### src/rtl/core/cpd_pkg.sv
// Shared constants and types for the credit-based packet dropper.
`timescale 1ns / 1ps
package cpd_pkg;

   localparam int DEF_BUFFER_DEPTH = 2048;
   localparam int DEF_WORD_BITS    = 64;

   localparam int THRESH_W    = 12;
   localparam int COUNT_W     = 32;
   localparam int CSR_INDEX_W = 8;
   localparam int CSR_DATA_W  = 32;

   localparam logic [CSR_INDEX_W-1:0] REG_DROP_THRESHOLD = CSR_INDEX_W'(0);
   localparam logic [CSR_INDEX_W-1:0] REG_WINDOW_LENGTH  = CSR_INDEX_W'(1);

   localparam logic [THRESH_W-1:0] THRESH_RESET = THRESH_W'(64);
   localparam logic [COUNT_W-1:0]  WINDOW_RESET = COUNT_W'(1048576);

   // Where the word of one transfer is sent.
   typedef struct packed {
      logic fwd;
      logic ovf;
   } route_type;

endpackage

### src/rtl/core/cpd_drop_ctl.sv
// Credit tracking, whole-packet drop decision and packet counters.
`timescale 1ns / 1ps
module cpd_drop_ctl
   import cpd_pkg::*;
#(
   parameter int BUFFER_DEPTH = DEF_BUFFER_DEPTH
) (
   input  logic                clock,
   input  logic                reset,
   input  logic                step,
   input  logic                word_valid,
   input  logic                end_of_packet,
   input  logic                credit_return,
   input  logic [THRESH_W-1:0] drop_threshold,
   output route_type           route,
   output logic [COUNT_W-1:0]  dropped_packets,
   output logic [COUNT_W-1:0]  total_packets
);

   localparam int CREDIT_W = $clog2(BUFFER_DEPTH + 1);
   localparam int CMP_W    = (CREDIT_W > THRESH_W) ? CREDIT_W : THRESH_W;
   localparam logic [CREDIT_W-1:0] CREDIT_MAX = CREDIT_W'(BUFFER_DEPTH);

   logic [CREDIT_W-1:0] credit_ff, credit_in;
   logic                dropping_ff, dropping_in;
   logic                pending_ff, pending_in;
   logic                start_ff, start_in;
   logic [COUNT_W-1:0]  dropped_ff, dropped_in;
   logic [COUNT_W-1:0]  total_ff, total_in;
   logic                drop_now;
   logic                pkt_end;

   // The decision taken at the first word holds for the rest of the packet.
   assign drop_now  = start_ff ? pending_ff : dropping_ff;
   assign route.fwd = word_valid && !drop_now;
   assign route.ovf = word_valid && drop_now;
   assign pkt_end   = word_valid && end_of_packet;

   always_comb begin
      credit_in   = credit_ff;
      dropping_in = dropping_ff;
      start_in    = start_ff;
      dropped_in  = dropped_ff;
      total_in    = total_ff;
      pending_in  = pending_ff;
      if (step) begin
         if (word_valid) begin
            dropping_in = drop_now;
            start_in    = end_of_packet;
         end
         if (pkt_end) begin
            total_in = total_ff + COUNT_W'(1);
            if (drop_now) begin
               dropped_in = dropped_ff + COUNT_W'(1);
            end
         end
         // Uses the credit level from before this transfer's change.
         pending_in = CMP_W'(credit_ff) < CMP_W'(drop_threshold);
         if (route.fwd && !credit_return) begin
            if (credit_ff != '0) begin
               credit_in = credit_ff - CREDIT_W'(1);
            end
         end else if (credit_return && !route.fwd) begin
            if (credit_ff < CREDIT_MAX) begin
               credit_in = credit_ff + CREDIT_W'(1);
            end
         end
      end
   end

   always_ff @(posedge clock) begin
      if (reset) begin
         credit_ff   <= CREDIT_MAX;
         dropping_ff <= 1'b0;
         pending_ff  <= 1'b0;
         start_ff    <= 1'b1;
         dropped_ff  <= '0;
         total_ff    <= '0;
      end else begin
         credit_ff   <= credit_in;
         dropping_ff <= dropping_in;
         pending_ff  <= pending_in;
         start_ff    <= start_in;
         dropped_ff  <= dropped_in;
         total_ff    <= total_in;
      end
   end

   assign dropped_packets = dropped_ff;
   assign total_packets   = total_ff;

endmodule

### src/rtl/core/cpd_window.sv
// Measurement window: busy-tick accumulators latched at each window end.
`timescale 1ns / 1ps
module cpd_window
   import cpd_pkg::*;
(
   input  logic               clock,
   input  logic               reset,
   input  logic               step,
   input  logic               word_valid,
   input  logic               fwd,
   input  logic [COUNT_W-1:0] window_length,
   output logic [COUNT_W-1:0] in_busy_ticks,
   output logic [COUNT_W-1:0] out_busy_ticks
);

   logic [COUNT_W-1:0] tick_ff, tick_in;
   logic [COUNT_W-1:0] in_acc_ff, in_acc_in;
   logic [COUNT_W-1:0] out_acc_ff, out_acc_in;
   logic [COUNT_W-1:0] in_lat_ff, in_lat_in;
   logic [COUNT_W-1:0] out_lat_ff, out_lat_in;
   logic [COUNT_W:0]   tick_plus;
   logic               wrap;
   logic [COUNT_W-1:0] in_sum;
   logic [COUNT_W-1:0] out_sum;

   // A window length of zero therefore ends the window on every tick.
   assign tick_plus = {1'b0, tick_ff} + (COUNT_W + 1)'(1);
   assign wrap      = tick_plus >= {1'b0, window_length};
   assign in_sum    = in_acc_ff + COUNT_W'(word_valid);
   assign out_sum   = out_acc_ff + COUNT_W'(fwd);

   always_comb begin
      tick_in    = tick_ff;
      in_acc_in  = in_acc_ff;
      out_acc_in = out_acc_ff;
      in_lat_in  = in_lat_ff;
      out_lat_in = out_lat_ff;
      if (step) begin
         if (wrap) begin
            tick_in    = '0;
            in_lat_in  = in_sum;
            out_lat_in = out_sum;
            in_acc_in  = '0;
            out_acc_in = '0;
         end else begin
            tick_in    = tick_plus[COUNT_W-1:0];
            in_acc_in  = in_sum;
            out_acc_in = out_sum;
         end
      end
   end

   always_ff @(posedge clock) begin
      if (reset) begin
         tick_ff    <= '0;
         in_acc_ff  <= '0;
         out_acc_ff <= '0;
         in_lat_ff  <= '0;
         out_lat_ff <= '0;
      end else begin
         tick_ff    <= tick_in;
         in_acc_ff  <= in_acc_in;
         out_acc_ff <= out_acc_in;
         in_lat_ff  <= in_lat_in;
         out_lat_ff <= out_lat_in;
      end
   end

   assign in_busy_ticks  = in_lat_ff;
   assign out_busy_ticks = out_lat_ff;

endmodule

### src/rtl/core/credit_packet_dropper.sv
// Top level of the credit-based whole-packet drop stage.
`timescale 1ns / 1ps
// Each transfer on the req_ channel is one tick: an optional payload word with its
// end-of-packet mark and an optional returned credit. The block takes one transfer
// per clock cycle while the output is not stalled and returns one rsp_ transfer for
// each, passing it through the input register and then the update logic ahead of
// the result register. Whole packets go to the main output, or to the overflow
// output when the credit level on the previous tick was below drop_threshold. The
// packet and busy-tick counters on the rsp_ channel show their values after that
// transfer's update. Registers are written through the csr_ channel (index 0
// drop_threshold, index 1 window_length, others ignored); csr_ready is always high.
// The user must write them only while the block is idle; the block does not check.
module credit_packet_dropper
   import cpd_pkg::*;
#(
   parameter int BUFFER_DEPTH = DEF_BUFFER_DEPTH,
   parameter int WORD_BITS    = DEF_WORD_BITS
) (
   input  logic                   clock,
   input  logic                   reset,
   input  logic                   req_valid,
   output logic                   req_ready,
   input  logic                   req_word_valid,
   input  logic [WORD_BITS-1:0]   req_data_word,
   input  logic                   req_end_of_packet,
   input  logic                   req_credit_return,
   output logic                   rsp_valid,
   input  logic                   rsp_ready,
   output logic                   rsp_main_valid,
   output logic                   rsp_overflow_valid,
   output logic [WORD_BITS-1:0]   rsp_word_out,
   output logic                   rsp_eop_out,
   output logic [COUNT_W-1:0]     rsp_dropped_packets,
   output logic [COUNT_W-1:0]     rsp_total_packets,
   output logic [COUNT_W-1:0]     rsp_in_busy_ticks,
   output logic [COUNT_W-1:0]     rsp_out_busy_ticks,
   input  logic                   csr_valid,
   output logic                   csr_ready,
   input  logic [CSR_INDEX_W-1:0] csr_index,
   input  logic [CSR_DATA_W-1:0]  csr_wdata
);

   logic [THRESH_W-1:0]  thresh_ff, thresh_in;
   logic [COUNT_W-1:0]   wlen_ff, wlen_in;

   logic                 s1_valid_ff, s1_valid_in;
   logic                 s1_wvalid_ff;
   logic [WORD_BITS-1:0] s1_word_ff;
   logic                 s1_eop_ff;
   logic                 s1_credit_ff;

   logic                 rsp_valid_ff, rsp_valid_in;
   route_type            route_ff;
   logic [WORD_BITS-1:0] word_ff;
   logic                 eop_ff;

   logic                 advance;
   logic                 step;
   logic                 req_take;
   route_type            route;

   assign csr_ready = 1'b1;
   assign advance   = !rsp_valid_ff || rsp_ready;
   assign step      = s1_valid_ff && advance;
   assign req_ready = !s1_valid_ff || advance;
   assign req_take  = req_valid && req_ready;

   always_comb begin
      thresh_in = thresh_ff;
      wlen_in   = wlen_ff;
      if (csr_valid) begin
         case (csr_index)
            REG_DROP_THRESHOLD: thresh_in = csr_wdata[THRESH_W-1:0];
            REG_WINDOW_LENGTH:  wlen_in   = csr_wdata[COUNT_W-1:0];
            default: ;
         endcase
      end
   end

   always_comb begin
      if (req_take) begin
         s1_valid_in = 1'b1;
      end else if (step) begin
         s1_valid_in = 1'b0;
      end else begin
         s1_valid_in = s1_valid_ff;
      end
      if (step) begin
         rsp_valid_in = 1'b1;
      end else if (rsp_ready) begin
         rsp_valid_in = 1'b0;
      end else begin
         rsp_valid_in = rsp_valid_ff;
      end
   end

   always_ff @(posedge clock) begin
      if (reset) begin
         thresh_ff    <= THRESH_RESET;
         wlen_ff      <= WINDOW_RESET;
         s1_valid_ff  <= 1'b0;
         rsp_valid_ff <= 1'b0;
      end else begin
         thresh_ff    <= thresh_in;
         wlen_ff      <= wlen_in;
         s1_valid_ff  <= s1_valid_in;
         rsp_valid_ff <= rsp_valid_in;
      end
   end

   always_ff @(posedge clock) begin
      if (req_take) begin
         s1_wvalid_ff <= req_word_valid;
         s1_word_ff   <= req_data_word;
         s1_eop_ff    <= req_end_of_packet;
         s1_credit_ff <= req_credit_return;
      end
      if (step) begin
         route_ff <= route;
         word_ff  <= s1_wvalid_ff ? s1_word_ff : '0;
         eop_ff   <= s1_wvalid_ff && s1_eop_ff;
      end
   end

   cpd_drop_ctl #(
      .BUFFER_DEPTH(BUFFER_DEPTH)
   ) u_drop_ctl (
      .clock          (clock),
      .reset          (reset),
      .step           (step),
      .word_valid     (s1_wvalid_ff),
      .end_of_packet  (s1_eop_ff),
      .credit_return  (s1_credit_ff),
      .drop_threshold (thresh_ff),
      .route          (route),
      .dropped_packets(rsp_dropped_packets),
      .total_packets  (rsp_total_packets)
   );

   cpd_window u_window (
      .clock         (clock),
      .reset         (reset),
      .step          (step),
      .word_valid    (s1_wvalid_ff),
      .fwd           (route.fwd),
      .window_length (wlen_ff),
      .in_busy_ticks (rsp_in_busy_ticks),
      .out_busy_ticks(rsp_out_busy_ticks)
   );

   assign rsp_valid          = rsp_valid_ff;
   assign rsp_main_valid     = route_ff.fwd;
   assign rsp_overflow_valid = route_ff.ovf;
   assign rsp_word_out       = word_ff;
   assign rsp_eop_out        = eop_ff;

endmodule

### config.mk
export PLATFORM = sky130hd
export DESIGN_NAME = credit_packet_dropper
export DESIGN_NICKNAME = d
export VERILOG_FILES = /design/src/rtl/core/cpd_pkg.sv /design/src/rtl/core/cpd_drop_ctl.sv /design/src/rtl/core/cpd_window.sv /design/src/rtl/core/credit_packet_dropper.sv
export SDC_FILE = /design/constraint.sdc
export NUM_CORES = 1
export LEC_CHECK = 0
export BUFFER_PORTS_ARGS = -buffer_cell sky130_fd_sc_hd__buf_2
export CELL_PAD_IN_SITES_DETAIL_PLACEMENT = 1
export CELL_PAD_IN_SITES_GLOBAL_PLACEMENT = 1
export CORE_ASPECT_RATIO = 2
export CORE_UTILIZATION = 43
export CTS_CLUSTER_SIZE = 24
export DETAILED_ROUTE_END_ITERATION = 16
export PLACE_DENSITY = 0.81
export SETUP_SLACK_MARGIN = 0.1
export SLEW_MARGIN = 5
export SYNTH_ARGS = -nofsm -noshare
export SYNTH_HDL_FRONTEND = slang
export SYNTH_SLANG_ARGS = --single-unit
### constraint.sdc
create_clock -name clock -period 5.34 [get_ports clock]
set_input_delay 0.801 -clock clock [delete_from_list [all_inputs] [get_ports clock]]
set_output_delay 0.801 -clock clock [all_outputs]
set_load 0.02 [all_outputs]
# ---- Word-level counts from Yosys, hierarchy flattened
# Cells that the tools add are included.
dict set report classes {
  add_sub_neg 7
  multipliers 0
  div_mod_pow 0
  magnitude_cmp 3
  eq_ne 2
  shifts 0
  mux 12
  bitwise_logic 0
  reduce_logical 27
}
# operator count
set op_table {}
lappend op_table {{two-way mux 32 bit} 3}
lappend op_table {{adder 32 x 1 -> 32 bit} 2}
lappend op_table {{adder 32 x 1 -> 32 bit (second input constant)} 2}
lappend op_table {{two-way mux 12 bit} 4}
lappend op_table {{adder 32 x 1 -> 33 bit (second input constant)} 1}
lappend op_table {{greater-or-equal comparator 33 x 32 -> 1 bit} 1}
lappend op_table {{adder 12 x 1 -> 12 bit (second input constant)} 1}
lappend op_table {{less-than comparator 12 bit} 1}
lappend op_table {{less-than comparator 12 bit (second input constant)} 1}
lappend op_table {{nonzero test 12 bit} 1}
lappend op_table {{subtractor 12 x 1 -> 12 bit (second input constant)} 1}
lappend op_table {{AND reduction 2 bit} 5}
lappend op_table {{== test 8 x 1 -> 1 bit (second input constant)} 1}
lappend op_table {{logical NOT 8 bit} 1}
lappend op_table {{nonzero test 2 bit} 4}
lappend op_table {{logical AND 1 bit} 7}
lappend op_table {{logical NOT 1 bit} 5}
lappend op_table {{two-way mux 1 bit} 5}
lappend op_table {{AND reduction 4 bit} 1}
lappend op_table {{AND reduction 3 bit} 1}
lappend op_table {{logical OR 1 bit} 2}
lappend op_table {{!= test 2 bit (second input constant)} 1}
dict set report totals {
  regBits 419
  latch_bits 0
  mem_bits_rw 0
  mem_bits_ro 0
  inputBits 112
  output_inout_bits 198
  elab_cells 74
  n_memories 0
}

# ---- Depth between registers and ports, before layout
# Gate-level depths: netlist (run 1).
dict set report depth {
  depth_word 7
  ltp_mapped 19
  mapped_depth_nobuf 16
}

# ---- Modules after synthesis
# A second synthesis (run 1) with hierarchy kept.
dict set report unflattened {
  cells_unflattened 2047
  hier_area_um2 19753.9
}
# module n_inst cells_per_inst area_per_inst_um2 seq_area_each_um2
set modules_own_cells {}
lappend modules_own_cells {cpd_window 1 1126 8973.6 3203.1}
lappend modules_own_cells {credit_packet_dropper 1 401 6448.7 4944.7}
lappend modules_own_cells {cpd_drop_ctl 1 520 4331.7 1581.5}

# ---- Least setup slack after synthesis (run 1)
# Ideal clock, no wire load.
dict set report synth_path {
  kind {register -> register}
  start {reg u_window.tick_ff[0]}
  end {reg u_window.in_lat_ff[2] (netlist: u_window.in_busy_ticks[2])}
  setup_ns 0.091
  t_arrival_ns 3.922
  required_time_ns 5.249
  path_slack_ns 1.327
  stages_incl_launch_ff 20
  n_path_buf 4
  period_less_slack_ns 4.013
  path_cell_list {dfxtp_1 > ha_1 > nand3_1 > nor4_2 > and3_1 > clkbuf_1 > and3_1 > and3_1 > xor2_1 > ha_1 > nand4_1 > nor3_1 > a221o_1 > o31ai_2 > o211ai_2 > and2_1 > buf_2 > buf_6 > buf_2 > a311oi_1}
}
dict set report synth_between {
  elab_chain_len 3
}
# item line
set synth_lines {}
lappend synth_lines {{start: declaration} cpd_window.sv:16} ;# logic [COUNT_W-1:0] tick_ff, tick_in;
lappend synth_lines {{start signal: assignment} cpd_window.sv:61} ;# tick_ff <= tick_in;
lappend synth_lines {{adder 32 x 1 -> 33 bit} cpd_window.sv:27} ;# assign tick_plus = {1'b0, tick_ff} + (COUNT_W + 1)'(1);
lappend synth_lines {{greater-or-equal comparator 33 x 32 -> 1 bit} cpd_window.sv:28} ;# assign wrap = tick_plus >= {1'b0, window_length};
lappend synth_lines {{AND reduction 2 bit (no line)} --}
lappend synth_lines {{end signal: assignment} cpd_window.sv:64} ;# in_lat_ff <= in_lat_in;
lappend synth_lines {{end: declaration} cpd_window.sv:19} ;# logic [COUNT_W-1:0] in_lat_ff, in_lat_in;
# Every way passes these cells.
# A chain may end at the register's enable or synchronous reset.

# ---- Worst setup path in the final report (run 1)
dict set report layout_path {
  start {reg u_window.tick_ff[0]}
  end {reg u_window.in_acc_ff[24]}
}
dict set report layout_between {
  elab_chain_len 3
}
# item line
set layout_lines {}
lappend layout_lines {{adder 32 x 1 -> 33 bit} cpd_window.sv:27}
lappend layout_lines {{greater-or-equal comparator 33 x 32 -> 1 bit} cpd_window.sv:28}
lappend layout_lines {{two-way mux 32 bit} cpd_window.sv:39} ;# if (wrap) begin
lappend layout_lines {{end signal: assignment} cpd_window.sv:62} ;# in_acc_ff <= in_acc_in;
lappend layout_lines {{end: declaration} cpd_window.sv:17} ;# logic [COUNT_W-1:0] in_acc_ff, in_acc_in;
# Every way passes these cells.

==> results.json, run 1 <==
{
  "synthCells": 1924,
  "cts_tree": "built",
  "avgSynthCellArea_um2": 9.61,
  "fin_crit_ns": 4.79,
  "synth_edf_count": 134,
  "cts-root-buf": "clkbuf_16",
  "endpoint_kind": "flop",
  "synthArstFlopShare_pct": 0,
  "grt_pass1_wl_um": 83400,
  "cts_buffers": 39,
  "power.leakage_nw": 8.47,
  "syn_nets": 2098,
  "synth_ff_type": "dfxtp_1",
  "drive_gt1_share_pct": 18.6,
  "gp_congestion": 0.858,
  "nets": 2370,
  "switching_share_pct": 22.7,
  "layout_common_cells": "buf_2, dfxtp_1, nand2_1, nor2_1, edfxtp_1",
  "synth_area_mm2": 0.0185,
  "wl_um": 54600,
  "p_int_mw": 5.14,
  "drt_first_pass_iters": 4,
  "die_h_um": 295,
  "drtIter0Drc": 437,
  "final_antenna_net_count": 0,
  "dp_hpwl_um": 39100,
  "antenna_found_initial": 4,
  "syn_to_final_growth_pct": 18.1,
  "fin_skew_ns": 0.0170,
  "die_w_um": 149,
  "wl_met1_um": 18700,
  "cts_hold_buf": 0,
  "io_pins": 310,
  "route.met3.wl_um": 1980,
  "avgViaCountPerCell": 5.46,
  "seqPwrFrac_pct": 50.7,
  "period_share_pct": 89.6,
  "p_sw_mw": 1.51,
  "worstPathRequired_ns": 5.82,
  "layout_commonest_cell": "buf_2",
  "rsz0062_at_grt": "false",
  "max_freq_mhz": 209,
  "crit_type": "reg -> reg",
  "grt_max_degree": 101,
  "crit_fanout": 32,
  "vias": 15100,
  "gr-total-overflow": 0,
  "p_clk_share_pct": 44.6,
  "synth.distinct_cells": 65,
  "outcome": "finished, final reports clean",
  "track_usage_pct": 24.3,
  "pwr_density_cell_mw_per_mm2": 304,
  "cp.arrival_ns": 5.27,
  "postLayoutSetupSlackWorst_ns": 0.554,
  "highest_layer": "met4",
  "coreArea_mm2": 0.0426,
  "relSlewSlack_pct": 26.4,
  "min_path_type": "in -> reg",
  "drv_slew": 0,
  "rows": 107,
  "peakVddDrop_v": 0.000304,
  "startpoint_type": "flop",
  "ys_warn_count": 0,
  "dieArea_mm2": 0.0439,
  "ctsResizeCount": 0,
  "finalSetupTns_ns": 0,
  "wl_per_cell_um": 19.7,
  "port_buffers": 308,
  "start_util_pct": 43.5,
  "hold_viol_final": 0,
  "drc": 0,
  "finalSetupViolCount": 0,
  "clockBufferDepth": 3,
  "post_cts_buffers": 0,
  "ys_seq_area_share_pct": 52.6,
  "clk_pin_slew_ns": 0.07,
  "place_ws_ns": 0.391,
  "wl_met2_um": 30700,
  "htreeDepth": 2,
  "first_global_vias": 16000,
  "worstSkewPairLatency_ns": 0.56,
  "max_slew.worst_pin.slew_ns": 1.10,
  "synth_seq_cells": 419,
  "maxCapViolCount": 0,
  "cts_sinks": 419,
  "combPwrFrac_pct": 4.6
}
==> state kept, by name, summed over array words and instances (netlist names), 32 cells and up <==
register                    cells
rsp_word_out                   64
s1_word_ff                     64
u_drop_ctl.dropped_packets     32
u_drop_ctl.total_packets       32
u_window.in_acc_ff             32
u_window.in_busy_ticks         32
u_window.out_acc_ff            32
u_window.out_busy_ticks        32
u_window.tick_ff               32
wlen_ff                        32
==> cell usage after synthesis, drive strengths merged (25+ instances only) <==
master | instances | area share [%]
a211oi | 62 | 2.5
a21oi | 94 | 2.5
and2 | 80 | 2.7
and3 | 46 | 1.6
buf | 33 | 0.91
clkbuf | 65 | 1.3
dfxtp | 285 | 31
edfxtp | 134 | 22
ha | 61 | 4.1
inv | 58 | 1.2
mux2i | 27 | 1.5
nand2 | 228 | 4.6
nand3 | 69 | 1.9
nand4 | 29 | 1.0
nor2 | 220 | 4.5
nor3 | 25 | 0.73
o21ai | 114 | 3.1
o31ai | 32 | 1.3
xnor2 | 71 | 3.4
xor2 | 86 | 4.1
==> cell type report <==
| class | instances | area, µm² |
|---|---|---|
| antenna | 3 | 7.51 |
| clock buffer | 50 | 1070 |
| clock inverter | 22 | 282 |
| fill | 4956 | 20700 |
| inverter | 58 | 219 |
| multi-input combinational | 1351 | 8180 |
| sequential | 419 | 9730 |
| tap | 545 | 682 |
| timing repair buffer | 327 | 1690 |
==> layer usage <==
layer | vias up | GRT usage [%]
met5 | - | 0
li1 | 7206 | -
met3 | 147 | 3.41
met4 | 0 | 15.1
met1 | 7426 | 22.8
met2 | 361 | 47.8
==> worst paths after layout <==
| path | from | to | slack, ns | cells past startpoint |
|---|---|---|---|---|
| hold / removal | req_data_word[26] | s1_word_ff[26]$_DFFE_PP_ | 0.41 | 1 |
| setup reg to reg | u_window.tick_ff[0]$_SDFFE_PP0P_ | u_window.in_acc_ff[24]$_SDFFE_PP0P_ | 0.55 | 18 |
| setup / recovery | u_window.tick_ff[0]$_SDFFE_PP0P_ | u_window.in_acc_ff[24]$_SDFFE_PP0P_ | 0.55 | 18 |
| hold reg to reg | wlen_ff[2]$_SDFFE_PP0P_ | wlen_ff[2]$_SDFFE_PP0P_ | 0.46 | 2 |
==> logic make-up (layout without fill, tap and decap cells) <==
kind of cell | count (synthesis) | count (layout) | synth area share, %
adders and majority gates | 62 | 62 | 4.23
and+or+nand+nor | 768 | 770 | 19.8
AOI/OAI and AO/OA | 333 | 333 | 11.0
DFF | 419 | 419 | 52.6
muxes | 28 | 28 | 1.52
other | 1 | 4 | 0.0203
xor gates and xnor gates | 157 | 157 | 7.43
buffers and inverters | 156 | 457 | 3.40
==> power by group through the flow <==
stage | Sequential [mW] | Combinational, mW | Clock (mW)
5_1_grt | 3.38 | 0.337 | 3.13
3_5_place_dp | 3.45 | 0.310 | 0
6_report | 3.37 | 0.308 | 2.97
2_1_floorplan | 3.48 | 0.143 | 0
4_1_cts | 3.38 | 0.313 | 3.03
3_3_place_gp | 3.44 | 0.296 | 0
==> critical path: stages (launching register included) <==
cell	delay [ns]
dfxtp_1	0.41
ha_1	0.31
nand3_1	0.17
nor4_2	0.32
and3_1	0.34
and3_1	0.27
and3_1	0.24
xor2_1	0.20
ha_1	0.27
nand4_1	0.12
nor3_1	0.06
a221o_1	0.32
o31ai_2	0.35
o211ai_2	0.28
buf_4	0.33
nor2_1	0.25
buf_4	0.21
nand3b_1	0.08
a21oi_1	0.17
==> through the flow <==
step                      hold WS (ns)  utilization [%]  area [µm²]  power, mW  instances
after floorplan                  0.436                -       18500       3.62       1924
after detailed placement         0.450             48.1       20500       3.76       2698
final                            0.413             51.3       21900       6.65       2775
after global routing             0.398             51.3       21900       6.84       2775
after global placement           0.443             48.1       20500       3.74       2698
after CTS                        0.393             51.3       21800       6.72       2770
No activity file was read; power rests on OpenSTA's default activity.
==> run 2, diff against run 1 <==
--- a/config.mk
+++ b/config.mk
@@ -8,7 +8,7 @@
 export BUFFER_PORTS_ARGS = -buffer_cell sky130_fd_sc_hd__buf_2
 export CELL_PAD_IN_SITES_DETAIL_PLACEMENT = 1
 export CELL_PAD_IN_SITES_GLOBAL_PLACEMENT = 1
-export CORE_ASPECT_RATIO = 2
+export CORE_ASPECT_RATIO = 0.5
 export CORE_UTILIZATION = 43
 export CTS_CLUSTER_SIZE = 24
 export DETAILED_ROUTE_END_ITERATION = 16
==> results.json, run 2 (synthesis gave the netlist of run 1 again) <==
{
  "outcome": "finished, final reports clean",
  "wl_per_cell_um": 17.7,
  "worstPathRequired_ns": 5.82,
  "period_share_pct": 88.2,
  "drtIter0Drc": 639,
  "finalSetupViolCount": 0,
  "port_buffers": 308,
  "rsz0062_at_grt": "false",
  "start_util_pct": 43.9,
  "ctsResizeCount": 0,
  "crit_type": "reg -> reg",
  "die_w_um": 295,
  "cts_hold_buf": 0,
  "syn_to_final_growth_pct": 18.3,
  "fin_crit_ns": 4.71,
  "grt_max_degree": 125,
  "crit_fanout": 14,
  "gp_congestion": 0.816,
  "endpoint_kind": "flop",
  "dp_hpwl_um": 34900,
  "postLayoutSetupSlackWorst_ns": 0.629,
  "worstRegToRegCells": 17,
  "cp_slowest_stage_delay_ns": 0.46,
  "cts_sinks": 419,
  "nets": 2367,
  "die_h_um": 149,
  "htreeDepth": 2,
  "drc": 0,
  "register_area_mm2": 0.00973,
  "multi_input_area_mm2": 0.00817,
  "first_global_vias": 14800,
  "placedCellCount": 2728,
  "dieArea_mm2": 0.0439,
  "cp.arrival_ns": 5.19,
  "clockBufferDepth": 3,
  "peakVddDrop_v": 0.000205,
  "holdWs_ns": 0.418,
  "max_freq_mhz": 212,
  "cts_tree": "built",
  "fillCellCount": 4897,
  "io_pins": 310,
  "startpoint_type": "flop",
  "slowest_stage": "nor2_2",
  "wl_um": 49700,
  "grt_pass1_wl_um": 78600,
  "drive_gt1_share_pct": 18.4,
  "cts_buffers": 40,
  "fin_cells": 2802,
  "hold_viol_final": 0,
  "place_ws_ns": 0.709,
  "min_path_cells": 1,
  "finalSetupTns_ns": 0,
  "min_path_type": "in -> reg",
  "max_slew.worst_pin.slew_ns": 1.15,
  "power.leakage_nw": 8.44,
  "worstSkewPairLatency_ns": 0.56,
  "crit_chain": "ha_1 > nand3_1 > nor4_2 > and3_1 > and3_1 > and3_1 > xor2_1 > ha_1 > nand4_1 > nor3_1 > a221o_1 > o31ai_2 > o2111ai_4 > nor2_2 > buf_4 > nand2_1 > o21ai_0",
  "avgViaCountPerCell": 5.23,
  "track_usage_pct": 22.2,
  "fin_skew_ns": 0.0186,
  "drv_slew": 0,
  "relSlewSlack_pct": 23.2,
  "maxCapViolCount": 0,
  "layout_commonest_cell": "buf_2",
  "gr-total-overflow": 0,
  "layout_common_cells": "buf_2, dfxtp_1, nand2_1, nor2_1, edfxtp_1",
  "diodes": 0,
  "total_power_mw": 6.65,
  "coreArea_mm2": 0.0422,
  "final_antenna_net_count": 0,
  "vias": 14700,
  "clk_pin_slew_ns": 0.06,
  "cts-root-buf": "clkbuf_16",
  "rows": 53,
  "drt_first_pass_iters": 5,
  "pwr_density_cell_mw_per_mm2": 304,
  "post_cts_buffers": 0,
  "cpMostUsedCell": "and3_1",
  "antenna_found_initial": 2
}
run 2: cell types whose count changed in the layout (fill, tap and decap cells not counted), sizes merged:
cell	previous run	this run
clkinvlp	0	3
and2	82	80
diode	3	0
clkinv	12	16
buf	327	325
clkbuf	50	47
bufinv	5	6
inv	63	60
run 2: final cells by class:
type,count,area share [%]
clock inverters,27,1.42
well taps,577,3.30
flip-flops and latches,419,44.5
clock buffers,47,4.74
repair buffers,325,7.72
multi-input cells,1349,37.3
inverters,58,1.01
run 2: critical path: cells and delay by family (launching register included):
family	cells	cell delay, ns
and+or+nand+nor	9	2.03
AOI/OAI and AO/OA	4	0.98
adders and majority gates	2	0.62
DFF	1	0.42
buffers and inverters	1	0.31
xor gates and xnor gates	1	0.28
run 2: metrics by stage:
| stage | cell area (µm²) | util [%] |
|---|---|---|
| after floorplan | 18500 | - |
| after global placement | 20500 | 48.7 |
| after detailed placement | 20500 | 48.7 |
| after CTS | 21900 | 51.9 |
| after global routing | 21900 | 51.9 |
| final | 21900 | 51.9 |
run 2: path summary, 6_finish.rpt:
check	startpoint	end	slack [ns]
worst max-delay path	u_window.tick_ff[0]$_SDFFE_PP0P_	u_window.in_acc_ff[10]$_SDFFE_PP0P_	0.63
worst min-delay path	req_data_word[60]	s1_word_ff[60]$_DFFE_PP_	0.42
worst max register to register	u_window.tick_ff[0]$_SDFFE_PP0P_	u_window.in_acc_ff[10]$_SDFFE_PP0P_	0.63
worst min register to register	wlen_ff[14]$_SDFFE_PP0P_	wlen_ff[14]$_SDFFE_PP0P_	0.45
run 2: metal layers:
metal	track usage (%)	wire length (µm)
met5	0	11
met4	6.50	1150
met3	3.51	1730
met2	39.6	25200
met1	27.8	21600
run 2: power by group:
part | switching (mW) | internal, mW | total [mW] | leakage [nW]
registers | 0.0196 | 3.35 | 3.37 | 3.59
logic | 0.208 | 0.0983 | 0.307 | 4.20
clock network | 1.27 | 1.70 | 2.97 | 0.658
==> run 3, diff against run 2 <==
--- a/config.mk
+++ b/config.mk
@@ -6,13 +6,15 @@
 export NUM_CORES = 1
 export LEC_CHECK = 0
 export BUFFER_PORTS_ARGS = -buffer_cell sky130_fd_sc_hd__buf_2
+export CAP_MARGIN = 20
 export CELL_PAD_IN_SITES_DETAIL_PLACEMENT = 1
 export CELL_PAD_IN_SITES_GLOBAL_PLACEMENT = 1
 export CORE_ASPECT_RATIO = 0.5
 export CORE_UTILIZATION = 43
 export CTS_CLUSTER_SIZE = 24
 export DETAILED_ROUTE_END_ITERATION = 16
-export PLACE_DENSITY = 0.81
+export PLACE_DENSITY_LB_ADDON = 0.1
+export RECOVER_POWER = 50
 export SETUP_SLACK_MARGIN = 0.1
 export SLEW_MARGIN = 5
 export SYNTH_ARGS = -nofsm -noshare
==> results.json, run 3 (synthesis gave the netlist of run 1 again) <==
{
  "outcome": "finished, violations left",
  "violations": "capacitance limit, slew limit",
  "gp_congestion": 0.788,
  "die_w_um": 295,
  "drv_slew": 206,
  "pwr_density_cell_mw_per_mm2": 297,
  "worstPathRequired_ns": 5.80,
  "clockBufferDepth": 3,
  "fin_skew_ns": 0.0165,
  "p_clk_share_pct": 42.6,
  "layout_commonest_cell": "dfxtp_1",
  "htreeDepth": 2,
  "vias": 14500,
  "layout_common_cells": "dfxtp_1, nand2_1, nor2_1, clkbuf_1, buf_2",
  "dp_hpwl_um": 33700,
  "cts-root-buf": "clkbuf_16",
  "wl_um": 48500,
  "seqPwrFrac_pct": 52.8,
  "relSlewSlack_pct": -99.2,
  "coreArea_mm2": 0.0422,
  "crit_type": "reg -> reg",
  "worstHoldStart": "req_data_word[47]",
  "die_h_um": 149,
  "cp.arrival_ns": 5.16,
  "drive_gt1_share_pct": 10.7,
  "antenna_found_initial": 8,
  "ctsResizeCount": 0,
  "final_util_pct": 51.1,
  "cts_hold_buf": 0,
  "worstRegToRegCells": 17,
  "fillCellCount": 4989,
  "grt_max_degree": 94,
  "first_global_vias": 14600,
  "holdWs_ns": 0.435,
  "p_sw_mw": 1.44,
  "r2r-start": "u_window.tick_ff[0]$_SDFFE_PP0P_",
  "power.leakage_nw": 7.73,
  "avgViaCountPerCell": 5.18,
  "maxCapViolCount": 4,
  "fin_crit_ns": 4.70,
  "switching_share_pct": 22.5,
  "dieArea_mm2": 0.0439,
  "worstSkewPairLatency_ns": 0.54,
  "grt_pass1_wl_um": 77100,
  "rsz0062_at_grt": "false",
  "worstHoldEndpoint": "s1_word_ff[47]$_DFFE_PP_",
  "track_usage_pct": 21.8,
  "startpoint_type": "flop",
  "cts_tree": "built",
  "nets": 2370,
  "drt_first_pass_iters": 5,
  "min_path_cells": 1,
  "cts_sinks": 419,
  "gr-total-overflow": 0,
  "p_int_mw": 4.96,
  "rows": 53,
  "post_cts_buffers": 0,
  "final_antenna_net_count": 0,
  "max_slew.worst_pin.slew_ns": 2.99,
  "cts_buffers": 39,
  "drc": 0,
  "peakVddDrop_v": 0.000204,
  "min_path_type": "in -> reg",
  "clk_pin_slew_ns": 0.07,
  "syn_to_final_growth_pct": 16.6,
  "finalSetupTns_ns": 0,
  "finalSetupViolCount": 0,
  "max_freq_mhz": 213,
  "drtIter0Drc": 633,
  "start_util_pct": 43.9,
  "combPwrFrac_pct": 4.6,
  "wl_per_cell_um": 17.3,
  "rrSetupSlack_ns": 0.64,
  "hold_viol_final": 0,
  "period_share_pct": 88.1,
  "endpoint_kind": "flop",
  "r2r_end": "u_window.tick_ff[29]$_SDFFE_PP0P_",
  "io_pins": 310,
  "port_buffers": 308,
  "crit_fanout": 32
}
[run 3: cell types whose count changed in the layout (fill, tap and decap cells not counted), sizes merged]
cell and change:
diode +7, clkinvlp -2, clkbuf +174, inv -1, buf -164, clkinv -6, bufinv -3
[run 3: final cells by class]
type / count / area, µm² / area share, %
flip-flops and latches: 419 / 9730 / 45.1
well taps: 577 / 722 / 3.35
repair buffers: 329 / 1520 / 7.05
clock buffers: 53 / 1040 / 4.82
diodes: 7 / 17.5 / 0.0812
multi-input cells: 1349 / 8160 / 37.8
inverters: 58 / 220 / 1.02
clock inverters: 15 / 158 / 0.731
[run 3: per-stage QoR]
stage | power (mW) | area (µm²) | setup slack [ns] | std cells
after floorplan | 3.62 | 18500 | 1.33 | 1924
after global placement | 3.75 | 20600 | 0.819 | 2730
after detailed placement | 3.76 | 20600 | 0.654 | 2731
after CTS | 6.51 | 21800 | 0.629 | 2799
after global routing | 6.65 | 21600 | 0.221 | 2804
final | 6.40 | 21600 | 0.637 | 2807
[run 3: worst max path at each step]
stage | start | slack, ns | end
2_1_floorplan | u_window.tick_ff[0]$_SDFFE_PP0P_ | 1.33 | u_window.in_busy_ticks[2]$_SDFFE_PP0P_
3_3_place_gp | u_window.tick_ff[0]$_SDFFE_PP0P_ | 0.82 | u_window.tick_ff[22]$_SDFFE_PP0P_
3_5_place_dp | u_window.tick_ff[0]$_SDFFE_PP0P_ | 0.65 | u_window.tick_ff[22]$_SDFFE_PP0P_
4_1_cts | u_window.tick_ff[0]$_SDFFE_PP0P_ | 0.63 | u_window.in_acc_ff[24]$_SDFFE_PP0P_
5_1_grt | u_window.tick_ff[0]$_SDFFE_PP0P_ | 0.22 | u_window.in_acc_ff[30]$_SDFFE_PP0P_
6_report | u_window.tick_ff[0]$_SDFFE_PP0P_ | 0.64 | u_window.tick_ff[29]$_SDFFE_PP0P_
[run 3: metal layers]
metal	track usage, %	vias to the layer above	wire length [µm]
li1	-	7218	-
met1	27.9	7024	22100
met2	38.0	239	23300
met3	4.86	46	2530
met4	3.78	0	512
met5	0	-	0
[run 3: power groups by stage]
stage	combinational (mW)	clock (mW)	sequential [mW]
floorplan	0.143	0	3.48
global placement	0.304	0	3.44
detailed placement	0.312	0	3.45
CTS	0.313	2.82	3.37
global route	0.329	2.94	3.38
finish	0.297	2.72	3.38
[run 3: critical path: stages, from the launching register on]
cell,delay [ns]
dfxtp_1,0.41
ha_1,0.30
nand3_1,0.15
nor4_2,0.35
and3_1,0.33
and3_1,0.26
and3_1,0.23
xor2_1,0.24
ha_1,0.29
nand4_1,0.13
nor3_1,0.06
a221o_1,0.31
o31ai_2,0.32
o211ai_2,0.19
buf_4,0.29
nor2_1,0.45
a22oi_1,0.18
nor2_1,0.13
